[src/hw/rtl/pmhd_pkg.sv]
`timescale 1ns / 1ps
// ----------------------------------------------------------------------------
// PackStream marker header decode package
// Shared types, type and status codes, and marker byte constants.
// ----------------------------------------------------------------------------
package pmhd_pkg;

  typedef enum logic [3:0] {
    T_INT    = 4'd0,
    T_NULL   = 4'd1,
    T_FLOAT  = 4'd2,
    T_BOOL   = 4'd3,
    T_BYTES  = 4'd4,
    T_TEXT   = 4'd5,
    T_LIST   = 4'd6,
    T_MAP    = 4'd7,
    T_STRUCT = 4'd8,
    T_END    = 4'd9,
    T_RSVD   = 4'd10
  } value_type_t;

  typedef enum logic [1:0] {
    ST_DECODED   = 2'd0,
    ST_TYPE_ONLY = 2'd1,
    ST_RESERVED  = 2'd2
  } status_t;

  // Header lengths in bytes.
  localparam logic [2:0] LEN_NONE = 3'd0;
  localparam logic [2:0] LEN_1    = 3'd1;
  localparam logic [2:0] LEN_2    = 3'd2;
  localparam logic [2:0] LEN_3    = 3'd3;
  localparam logic [2:0] LEN_4    = 3'd4;
  localparam logic [2:0] LEN_5    = 3'd5;

  // Marker bytes and marker ranges.
  localparam logic [7:0] MK_POS_INT_LO  = 8'h00;
  localparam logic [7:0] MK_POS_INT_HI  = 8'h7F;
  localparam logic [7:0] MK_TEXT_T_LO   = 8'h80;
  localparam logic [7:0] MK_TEXT_T_HI   = 8'h8F;
  localparam logic [7:0] MK_LIST_T_LO   = 8'h90;
  localparam logic [7:0] MK_LIST_T_HI   = 8'h9F;
  localparam logic [7:0] MK_MAP_T_LO    = 8'hA0;
  localparam logic [7:0] MK_MAP_T_HI    = 8'hAF;
  localparam logic [7:0] MK_STRUCT_T_LO = 8'hB0;
  localparam logic [7:0] MK_STRUCT_T_HI = 8'hBF;
  localparam logic [7:0] MK_NULL        = 8'hC0;
  localparam logic [7:0] MK_FLOAT       = 8'hC1;
  localparam logic [7:0] MK_FALSE       = 8'hC2;
  localparam logic [7:0] MK_TRUE        = 8'hC3;
  localparam logic [7:0] MK_INT_LO      = 8'hC8;
  localparam logic [7:0] MK_INT_HI      = 8'hCB;
  localparam logic [7:0] MK_BYTES_LO    = 8'hCC;
  localparam logic [7:0] MK_BYTES_HI    = 8'hCE;
  localparam logic [7:0] MK_TEXT_LO     = 8'hD0;
  localparam logic [7:0] MK_TEXT_HI     = 8'hD2;
  localparam logic [7:0] MK_LIST8       = 8'hD4;
  localparam logic [7:0] MK_LIST16      = 8'hD5;
  localparam logic [7:0] MK_LIST32      = 8'hD6;
  localparam logic [7:0] MK_LIST_STREAM = 8'hD7;
  localparam logic [7:0] MK_MAP_LO      = 8'hD8;
  localparam logic [7:0] MK_MAP_HI      = 8'hDB;
  localparam logic [7:0] MK_STRUCT8     = 8'hDC;
  localparam logic [7:0] MK_STRUCT16    = 8'hDD;
  localparam logic [7:0] MK_END         = 8'hDF;
  localparam logic [7:0] MK_NEG_INT_LO  = 8'hF0;
  localparam logic [7:0] MK_NEG_INT_HI  = 8'hFF;

  // Five byte window starting at a value's marker.
  typedef struct packed {
    logic [7:0] byte0;
    logic [7:0] byte1;
    logic [7:0] byte2;
    logic [7:0] byte3;
    logic [7:0] byte4;
  } window_t;

  typedef struct packed {
    value_type_t       value_type;
    status_t           status;
    logic [2:0]        header_length;
    logic [31:0]       item_count;
    logic              streamed_list;
    logic [7:0]        signature;
    logic signed [7:0] scalar_value;
  } result_t;

endpackage

[src/hw/rtl/pmhd_in_stage.sv]
`timescale 1ns / 1ps
// ----------------------------------------------------------------------------
// PackStream marker decode input stage
// Registers one byte window per transfer and holds it while stalled.
// ----------------------------------------------------------------------------
module pmhd_in_stage (
  input  logic             clk,
  input  logic             rst_n,
  input  logic             in_valid,
  output logic             in_stall,
  input  pmhd_pkg::window_t in_data,
  output logic             q_valid,
  input  logic             q_stall,
  output pmhd_pkg::window_t q_data
);

  logic              valid_r;
  logic              valid_nxt;
  pmhd_pkg::window_t data_r;
  logic              load;

  // The stage can take a new window whenever its content moves on or it is empty.
  assign in_stall  = valid_r && q_stall;
  assign load      = in_valid && !in_stall;
  assign valid_nxt = in_stall ? valid_r : in_valid;

  always_ff @(posedge clk) begin
    if (!rst_n) begin
      valid_r <= 1'b0;
    end else begin
      valid_r <= valid_nxt;
    end
  end

  always_ff @(posedge clk) begin
    if (load) begin
      data_r <= in_data;
    end
  end

  assign q_valid = valid_r;
  assign q_data  = data_r;

endmodule

[src/hw/rtl/pmhd_decode.sv]
`timescale 1ns / 1ps
// ----------------------------------------------------------------------------
// PackStream marker decode logic
// Classifies the marker byte and extracts the header fields of one window.
// ----------------------------------------------------------------------------
module pmhd_decode (
  input  pmhd_pkg::window_t win,
  output pmhd_pkg::result_t res
);

  always_comb begin
    res               = '0;
    res.value_type    = pmhd_pkg::T_RSVD;
    res.status        = pmhd_pkg::ST_RESERVED;
    res.header_length = pmhd_pkg::LEN_NONE;
    unique case (win.byte0) inside
      [pmhd_pkg::MK_POS_INT_LO:pmhd_pkg::MK_POS_INT_HI],
      [pmhd_pkg::MK_NEG_INT_LO:pmhd_pkg::MK_NEG_INT_HI]: begin
        // The marker byte already is the two's complement value.
        res.value_type    = pmhd_pkg::T_INT;
        res.status        = pmhd_pkg::ST_DECODED;
        res.header_length = pmhd_pkg::LEN_1;
        res.scalar_value  = signed'(win.byte0);
      end
      [pmhd_pkg::MK_INT_LO:pmhd_pkg::MK_INT_HI]: begin
        res.value_type = pmhd_pkg::T_INT;
        res.status     = pmhd_pkg::ST_TYPE_ONLY;
      end
      pmhd_pkg::MK_NULL: begin
        res.value_type    = pmhd_pkg::T_NULL;
        res.status        = pmhd_pkg::ST_DECODED;
        res.header_length = pmhd_pkg::LEN_1;
      end
      pmhd_pkg::MK_FLOAT: begin
        res.value_type = pmhd_pkg::T_FLOAT;
        res.status     = pmhd_pkg::ST_TYPE_ONLY;
      end
      pmhd_pkg::MK_FALSE, pmhd_pkg::MK_TRUE: begin
        res.value_type    = pmhd_pkg::T_BOOL;
        res.status        = pmhd_pkg::ST_DECODED;
        res.header_length = pmhd_pkg::LEN_1;
        res.scalar_value  = {7'd0, win.byte0 == pmhd_pkg::MK_TRUE};
      end
      [pmhd_pkg::MK_BYTES_LO:pmhd_pkg::MK_BYTES_HI]: begin
        res.value_type = pmhd_pkg::T_BYTES;
        res.status     = pmhd_pkg::ST_TYPE_ONLY;
      end
      [pmhd_pkg::MK_TEXT_T_LO:pmhd_pkg::MK_TEXT_T_HI],
      [pmhd_pkg::MK_TEXT_LO:pmhd_pkg::MK_TEXT_HI]: begin
        res.value_type = pmhd_pkg::T_TEXT;
        res.status     = pmhd_pkg::ST_TYPE_ONLY;
      end
      [pmhd_pkg::MK_LIST_T_LO:pmhd_pkg::MK_LIST_T_HI]: begin
        res.value_type    = pmhd_pkg::T_LIST;
        res.status        = pmhd_pkg::ST_DECODED;
        res.header_length = pmhd_pkg::LEN_1;
        res.item_count    = {28'd0, win.byte0[3:0]};
      end
      pmhd_pkg::MK_LIST8: begin
        res.value_type    = pmhd_pkg::T_LIST;
        res.status        = pmhd_pkg::ST_DECODED;
        res.header_length = pmhd_pkg::LEN_2;
        res.item_count    = {24'd0, win.byte1};
      end
      pmhd_pkg::MK_LIST16: begin
        res.value_type    = pmhd_pkg::T_LIST;
        res.status        = pmhd_pkg::ST_DECODED;
        res.header_length = pmhd_pkg::LEN_3;
        res.item_count    = {16'd0, win.byte1, win.byte2};
      end
      pmhd_pkg::MK_LIST32: begin
        res.value_type    = pmhd_pkg::T_LIST;
        res.status        = pmhd_pkg::ST_DECODED;
        res.header_length = pmhd_pkg::LEN_5;
        res.item_count    = {win.byte1, win.byte2, win.byte3, win.byte4};
      end
      pmhd_pkg::MK_LIST_STREAM: begin
        res.value_type    = pmhd_pkg::T_LIST;
        res.status        = pmhd_pkg::ST_DECODED;
        res.header_length = pmhd_pkg::LEN_1;
        res.streamed_list = 1'b1;
      end
      [pmhd_pkg::MK_MAP_T_LO:pmhd_pkg::MK_MAP_T_HI],
      [pmhd_pkg::MK_MAP_LO:pmhd_pkg::MK_MAP_HI]: begin
        res.value_type = pmhd_pkg::T_MAP;
        res.status     = pmhd_pkg::ST_TYPE_ONLY;
      end
      [pmhd_pkg::MK_STRUCT_T_LO:pmhd_pkg::MK_STRUCT_T_HI]: begin
        res.value_type    = pmhd_pkg::T_STRUCT;
        res.status        = pmhd_pkg::ST_DECODED;
        res.header_length = pmhd_pkg::LEN_2;
        res.item_count    = {28'd0, win.byte0[3:0]};
        res.signature     = win.byte1;
      end
      pmhd_pkg::MK_STRUCT8: begin
        res.value_type    = pmhd_pkg::T_STRUCT;
        res.status        = pmhd_pkg::ST_DECODED;
        res.header_length = pmhd_pkg::LEN_3;
        res.item_count    = {24'd0, win.byte1};
        res.signature     = win.byte2;
      end
      pmhd_pkg::MK_STRUCT16: begin
        res.value_type    = pmhd_pkg::T_STRUCT;
        res.status        = pmhd_pkg::ST_DECODED;
        res.header_length = pmhd_pkg::LEN_4;
        res.item_count    = {16'd0, win.byte1, win.byte2};
        res.signature     = win.byte3;
      end
      pmhd_pkg::MK_END: begin
        res.value_type = pmhd_pkg::T_END;
        res.status     = pmhd_pkg::ST_TYPE_ONLY;
      end
      default: begin
        res.value_type = pmhd_pkg::T_RSVD;
        res.status     = pmhd_pkg::ST_RESERVED;
      end
    endcase
  end

endmodule

[src/hw/rtl/pmhd_out_stage.sv]
`timescale 1ns / 1ps
// ----------------------------------------------------------------------------
// PackStream marker decode result register
// Holds one decoded result until the downstream side takes it.
// ----------------------------------------------------------------------------
module pmhd_out_stage (
  input  logic              clk,
  input  logic              rst_n,
  input  logic              d_valid,
  output logic              d_stall,
  input  pmhd_pkg::result_t d_data,
  output logic              out_valid,
  input  logic              out_stall,
  output pmhd_pkg::result_t out_data
);

  logic              valid_r;
  logic              valid_nxt;
  pmhd_pkg::result_t data_r;
  logic              load;

  assign d_stall   = valid_r && out_stall;
  assign load      = d_valid && !d_stall;
  assign valid_nxt = d_stall ? valid_r : d_valid;

  always_ff @(posedge clk) begin
    if (!rst_n) begin
      valid_r <= 1'b0;
    end else begin
      valid_r <= valid_nxt;
    end
  end

  always_ff @(posedge clk) begin
    if (load) begin
      data_r <= d_data;
    end
  end

  assign out_valid = valid_r;
  assign out_data  = data_r;

endmodule

[src/hw/rtl/packstream_marker_header_decode_top.sv]
`timescale 1ns / 1ps
// ----------------------------------------------------------------------------
// PackStream marker header decoder, top level
// Classifies a serialized value's marker byte and decodes its header.
// ----------------------------------------------------------------------------
// Each input transfer carries a five byte window that starts at a value's
// marker byte. The block classifies the marker and, for null, boolean, tiny
// integer, list and structure values, decodes the header and reports how many
// bytes it occupies; other types are classified only, and unassigned markers
// are flagged as reserved. Every input transfer yields exactly one result
// transfer, in order. The path is an input register, one level of decode
// logic and a result register, so a result is presented once its window
// has passed through both registers, and while the output is not stalled the
// block sustains one transfer per cycle. The stall from the result side passes
// back through both registers, so a full pipeline holds two windows while the
// output is stalled, and an emptying register accepts a new window in the
// same cycle it hands its content on.
// The block holds no other state; reset only clears the two valid flags.
// ----------------------------------------------------------------------------
module packstream_marker_header_decode_top (
  input  logic              clk,
  input  logic              rst_n,
  input  logic              in_valid,
  output logic              in_stall,
  input  logic [7:0]        in_byte0,
  input  logic [7:0]        in_byte1,
  input  logic [7:0]        in_byte2,
  input  logic [7:0]        in_byte3,
  input  logic [7:0]        in_byte4,
  output logic              out_valid,
  input  logic              out_stall,
  output logic [3:0]        out_value_type,
  output logic [1:0]        out_status,
  output logic [2:0]        out_header_length,
  output logic [31:0]       out_item_count,
  output logic              out_streamed_list,
  output logic [7:0]        out_signature,
  output logic signed [7:0] out_scalar_value
);

  pmhd_pkg::window_t in_win;
  pmhd_pkg::window_t q_win;
  logic              q_valid;
  logic              q_stall;
  pmhd_pkg::result_t dec_res;
  pmhd_pkg::result_t out_res;

  assign in_win.byte0 = in_byte0;
  assign in_win.byte1 = in_byte1;
  assign in_win.byte2 = in_byte2;
  assign in_win.byte3 = in_byte3;
  assign in_win.byte4 = in_byte4;

  // Input register: captures the window on each accepted transfer.
  pmhd_in_stage u_in_stage (
    .clk     (clk),
    .rst_n   (rst_n),
    .in_valid(in_valid),
    .in_stall(in_stall),
    .in_data (in_win),
    .q_valid (q_valid),
    .q_stall (q_stall),
    .q_data  (q_win)
  );

  // Marker classification and header field extraction.
  pmhd_decode u_decode (
    .win(q_win),
    .res(dec_res)
  );

  // Result register: holds the decoded result until it is transferred out.
  pmhd_out_stage u_out_stage (
    .clk      (clk),
    .rst_n    (rst_n),
    .d_valid  (q_valid),
    .d_stall  (q_stall),
    .d_data   (dec_res),
    .out_valid(out_valid),
    .out_stall(out_stall),
    .out_data (out_res)
  );

  assign out_value_type    = out_res.value_type;
  assign out_status        = out_res.status;
  assign out_header_length = out_res.header_length;
  assign out_item_count    = out_res.item_count;
  assign out_streamed_list = out_res.streamed_list;
  assign out_signature     = out_res.signature;
  assign out_scalar_value  = out_res.scalar_value;

endmodule
[config.mk]
export PLATFORM = sky130hd
export DESIGN_NAME = packstream_marker_header_decode_top
export DESIGN_NICKNAME = d
export VERILOG_FILES = /design/src/hw/rtl/pmhd_pkg.sv /design/src/hw/rtl/pmhd_in_stage.sv /design/src/hw/rtl/pmhd_decode.sv /design/src/hw/rtl/pmhd_out_stage.sv /design/src/hw/rtl/packstream_marker_header_decode_top.sv
export SDC_FILE = /design/constraint.sdc
export NUM_CORES = 1
export LEC_CHECK = 0
export ABC_AREA = 0
export BUFFER_PORTS_ARGS = -buffer_cell sky130_fd_sc_hd__buf_2
export CAP_MARGIN = 30
export CORE_UTILIZATION = 30
export DETAILED_ROUTE_END_ITERATION = 12
export HOLD_SLACK_MARGIN = 0.12
export SYNTH_ARGS = -nofsm -noshare
export SYNTH_HDL_FRONTEND = slang
export SYNTH_SLANG_ARGS = --single-unit
[constraint.sdc]
create_clock -name clk -period 8.4 [get_ports clk]
set_input_delay 1.68 -clock clk [delete_from_list [all_inputs] [get_ports clk]]
set_output_delay 1.68 -clock clk [all_outputs]
set_load 0.05 [all_outputs]
==> results.toml, run 1 <==
[run_status]
run_status = "completed"

[critical_path]
required_ps = 6720
r2r_start = "u_in_stage.q_data[38]"
path_buf_inv = 2
ff2ff_path_depth = 5
cpPeakStageDelay_ps = 300
crit_path_start_kind = "input pin"
worst-endpoint-arrival_ps = 2350
crit_top_cell = "buf_2"
cpLargestDelayFamily = "buffers and inverters"
worstSetupPathType = "in -> out"
path_cells = "buf_2, and3_1, buf_2"
end_kind = "output pin"
cp_max_fo = 3
r2r_end = "u_out_stage.out_data[24]"
regToRegSetupSlack_ps = 6050
critPathSlowestCell = "buf_2"

[global_route]
grt-ovfl-total = 0
grt_pass1_wl_mm = 13.8
grt_pass1_vias = 2532
antenna_found_initial = 0
grt_max_degree = 59
grt_use_total_pct = 13.3

[place]
hpwl_mm = 6.43
dp_slack_ps = 4360
place_congestion = 0.811
port_buffers = 103

[clock_network]
cts.clk_slew.worst_paths_ps = 70
insertion_delay_ps = 340
cts_buffers = 9
cts_tree = "done"
post_cts_buffers = 0
cts-root-buf = "clkbuf_16"
cts_hold_buf = 0
htreeDepth = 3
cts.sinks = 100
clockBufferDepth = 2
cts_resized = 0

[floorplan]
rows = 42
pin_count = 104
fp.dieH_microns = 119
start_util_pct = 30.8
fp.dieW_microns = 119
core_sq_mm = 0.0132
die-area_sq_mm = 0.0140

[synth]
ys.flop_type = "edfxtp_1"
netlist_instances = 270
ys_types = 45
async_reset_ff_share_pct = 0
seq_area_frac_synth_pct = 73.2
syn_nets = 314
synth_edf_count = 98
synth.avg_cell_area_sq_um = 15.1
ys_ff_latch = 100
yosys_warnings = 0
netlist_area_sq_mm = 0.00407

[worst_hold_path]
min_to = "u_out_stage.out_valid"
min_from = "u_in_stage.q_valid"
hold_path.class = "reg -> reg"
holdPathStages = 2

[layout]
final_common_cell = "buf_2"
post-route-util_pct = 38.3
nets = 415
drive_above_1_share_pct = 34.3
area_growth_pct = 24.6
most-common-layout-cells = "103 x buf_2, 98 x edfxtp_1, 19 x and2_1"
antenna_cells = 0

[drt]
via_per_inst = 4.82
drt_iter0_markers = 329
wl_mm = 9.23
drtPass1Iterations = 5
vias = 2662
ant_nets = 0
post_drt_wl_per_cell_microns = 16.7
remaining_drc_errors = 0

[timing]
setup_viol = 0
fmax_mhz = 248
fin_crit_sh_pct = 48.0
finClkSkew_ps = 8.89
tns_ps = 0
layout_min_cycle_time_ps = 4030
rsz0062_at_grt = "false"
timing.slew.headroom_pct = 34.8
fin_ws_ps = 4370
drv_slew = 0
worst_pin_slew_ps = 974
hold_viol = 0

[power]
ir_worst_vdd_mv = 0.105
leakagePower_uw = 0.00189
pwr_density_cell_mw_per_mm2 = 215

[job]
maxCapViolCount = 0
-- flip-flops by register name (all words and copies together), names as in the netlist --
register               cells
u_out_stage.out_data      58
u_in_stage.q_valid         1
u_in_stage.q_data         40
u_out_stage.out_valid      1
-- where the power goes --
part           switching, uW  internal, uW
clock                    176           203
sequential              18.6           577
combinational           86.8          30.7
-- synthesized netlist by cell type (2+ instances only) --
library cell  number  area (sq um)
edfxtp_1          98          2940
and2_1            19           119
nand2_1           16          60.1
o21ai_0           12          60.1
a21oi_1            9          45.0
nor2_1             9          33.8
nor3_1             9          45.0
a221o_1            8          80.1
a22o_1             8          70.1
a22oi_1            8          60.1
buf_2              7          35.0
clkbuf_1           7          26.3
mux2i_1            5          50.1
and4_1             4          35.0
buf_4              4          30.0
nor2b_1            4          25.0
inv_1              3          11.3
nand2b_1           3          18.8
nand4_1            3          18.8
a211oi_1           2          15.0
a21boi_0           2          15.0
a31oi_1            2          12.5
and3_1             2          12.5
dfxtp_1            2          40.0
nand3_1            2          10.0
nor3b_1            2          15.0
o2bb2ai_1          2          17.5
-- how the worst max path moves through the flow --
| stage | start | to | slack (ps) | cells after the start |
|---|---|---|---|---|
| 2_1_floorplan | out_stall | u_out_stage.out_data[0] | 1920 | 1 |
| 3_3_place_gp | out_stall | in_stall | 4390 | 3 |
| 3_5_place_dp | out_stall | in_stall | 4360 | 3 |
| 4_1_cts | out_stall | in_stall | 4360 | 3 |
| 5_1_grt | out_stall | in_stall | 4330 | 3 |
| 6_report | out_stall | in_stall | 4370 | 3 |
-- metal layers --
| metal | up-vias | track usage, % | routed length (microns) |
|---|---|---|---|
| li1 | 1254 | - | - |
| met1 | 1280 | 17.7 | 4120 |
| met2 | 113 | 20.3 | 4240 |
| met3 | 15 | 3.91 | 680 |
| met4 | 0 | 5.14 | 187 |
| met5 | - | 0 | 0 |
-- per-stage QoR --
stage	total power [uW]	hold WS [ps]	cell area (sq um)	cells
final	1090	534	5070	552
after floorplan	687	466	4070	270
after global routing	1130	573	5070	552
after detailed placement	726	535	4800	536
after global placement	722	488	4740	532
after CTS	1110	537	5070	552
-- worst reg2reg max path, delay by kind of cell, from the launching register on --
family	cells	cell delay, ps
buffers and inverters	1	240
flip-flops	1	620
AND/OR/NAND/NOR	3	1180
AO/OA/AOI/OAI	1	170
-- layout make-up --
type | instances | area [sq um]
Fill cell | 1286 | 8170
Timing Repair Buffer | 108 | 581
Clock inverter | 6 | 45.0
Sequential cell | 100 | 2980
Multi-Input combinational cell | 149 | 1010
Clock buffer | 10 | 229
Inverter | 3 | 11.3
Tap cell | 176 | 220
-- logic make-up after synthesis --
family	after synthesis	share of synthesized area, %
mux	5	1.23
buf+inv	21	2.52
compound gates	63	11.4
simple gates	81	11.6
flops	100	73.2
No activity file was read; power rests on OpenSTA's default activity.
==> run 2: changes to the inputs <==
Settings changed: ABC_AREA 0 to 1.
Clock period 8.4 ns to 3.3 ns, I/O delays scaled along.
==> run 2 against run 1 <==
Effect of this change:
- sequential share of layout area grew 0.69 points
- routed wire length shrank 3.7%
- register-to-register slack worse by 4900 ps
- highest routed layer unchanged
- hold slack lost 44 ps
- clock power increased to 2.9 times the previous value
- clock skew shrank 1.3 ps
- die area shrank 2.8%
- cell count is 8.5% higher
==> results.toml, run 2 <==
[synth]
yosysMostFrequentCell = "edfxtp_1"
async_reset_ff_share_pct = 0
syn_nets = 353
synthTopCellsByArea = "edfxtp_1 74%, nand2_1 5.0%, inv_1 4.4%"
netlist_area_sq_mm = 0.00396
synth.avg_cell_area_sq_um = 12.8
synthTopCellsByCount = "98 x edfxtp_1, 53 x nand2_1, 46 x inv_1"
seq_area_frac_synth_pct = 75.4
ys_ff_latch = 100
yosys_warnings = 0
ys_types = 23
ys.flop_type = "edfxtp_1"
netlist_instances = 309
yosys.area.top_type_share_pct = 74.4
synth_edf_count = 98
synth_top_area_cell = "edfxtp_1"

[layout]
area_growth_pct = 26.8
post-route-util_pct = 39.4
most-common-layout-cells = "103 x buf_2, 98 x edfxtp_1, 53 x nand2_1"
final_area_sq_mm = 0.00502
final_common_cell = "buf_2"
nets = 466
antenna_cells = 0
finalNonFillerCells = 599
largest_reg_flops = 58
drive_above_1_share_pct = 30.2

[timing]
hold_viol = 0
worst_pin_slew_ps = 754
layout_min_cycle_time_ps = 2160
tns_ps = 0
setup_viol = 0
finClkSkew_ps = 7.61
timing.slew.headroom_pct = 49.6
drv_slew = 0
fin_hold_ws_ps = 491
rsz0062_at_grt = "false"
fin_crit_sh_pct = 65.4
fmax_mhz = 463

[critical_path]
end_kind = "register"
cp-startpoint = "u_in_stage.q_data[37]"
worst-endpoint-arrival_ps = 2340
required_ps = 3480
crit_path_start_kind = "register"
regToRegSetupSlack_ps = 1140
r2r_start = "u_in_stage.q_data[37]"
cp_max_fo = 16
worstSetupPathType = "reg -> reg"

[clock_network]
cts_hold_buf = 0
cts_tree = "done"
cts_resized = 0
clockBufferDepth = 2
cts_buffers = 9
post_cts_buffers = 0
cts.clk_slew.worst_paths_ps = 70
htreeDepth = 3
cts-root-buf = "clkbuf_16"
insertion_delay_ps = 340
cts.sinks = 100

[floorplan]
fp.dieH_microns = 117
start_util_pct = 31.1
pin_count = 104
core_sq_mm = 0.0127
die-area_sq_mm = 0.0137
rows = 41
fp.dieW_microns = 117

[global_route]
grt_max_degree = 59
grt_pass1_wl_mm = 13.2
grt_use_total_pct = 13.3
grt_pass1_vias = 2611
antenna_found_initial = 0
grt-ovfl-total = 0

[drt]
vias = 2702
post_drt_wl_per_cell_microns = 14.8
remaining_drc_errors = 0
via_per_inst = 4.51
drtPass1Iterations = 5
drt_iter0_markers = 181
ant_nets = 0
wl_mm = 8.89

[power]
leakagePower_uw = 0.00220
pwr_density_cell_mw_per_mm2 = 563
ir_worst_vdd_mv = 0.244

[place]
placedCellCount = 583
place_area_sq_mm = 0.00470
place_congestion = 0.916
port_buffers = 103
hpwl_mm = 6.33

[run_status]
run_status = "completed"

[worst_hold_path]
min_from = "in_byte3[4]"
hold_path.class = "in -> reg"

[job]
maxCapViolCount = 0
[run 2: cell types whose count changed after synthesis, moves of 9 or more]
cell	change
inv_1	+43
and2_1	-19
nor2_1	+33
o21ai_0	-9
nand2_1	+37
nand3_1	+14
[run 2: path summary, 6_finish.rpt]
path | to | depth (start not counted)
worst min register to register | u_out_stage.out_valid | 2
worst max register to register | u_out_stage.out_data[17] | 7
worst max-delay path | u_out_stage.out_data[17] | 7
worst min-delay path | u_in_stage.q_data[12] | 1
[run 2: power breakdown]
group	internal, uW	switching (uW)
Combinational	57.2	183
Clock	681	421
Sequential	1460	25.0
[run 2: layer usage]
metal,GRT usage [%],up-vias,part of all wire (%)
met2,21.7,103,47
li1,-,1307,-
met5,0,-,0
met4,5.49,0,1.9
met3,4.33,14,8.5
met1,16.3,1278,43
[run 2: cells by family (layout without fill, tap and decap cells)]
| logic type | after synthesis | after routing | share of synthesized area [%] |
|---|---|---|---|
| buffers and inverters | 51 | 169 | 4.93 |
| AND/OR/NAND/NOR | 123 | 123 | 13.4 |
| flip-flops | 100 | 100 | 75.4 |
| AO/OA/AOI/OAI | 35 | 35 | 6.29 |
[run 2: critical path, stage by stage, from the launching register on]
cell	delay [ps]
edfxtp_1	480
inv_2	130
nand2_1	130
nor2_8	180
nand3_1	550
o21ai_0	380
a21oi_1	70
o21ai_0	80
[run 2: cell type report]
type                       count  area, sq um
tap                          172          215
clock buffer                  11          243
inverter                      48          180
sequential                   100         2980
timing repair buffer         105          531
clock inverter                 5         75.1
fill                        1252         7710
multi-input combinational    158          790
[run 2: through the flow]
stage / setup slack (ps) / total power, uW
floorplan: 598 / 1670
CTS: 1170 / 2850
detailed placement: 1180 / 1750
global placement: 1270 / 1750
finish: 1140 / 2830
global route: 960 / 2920
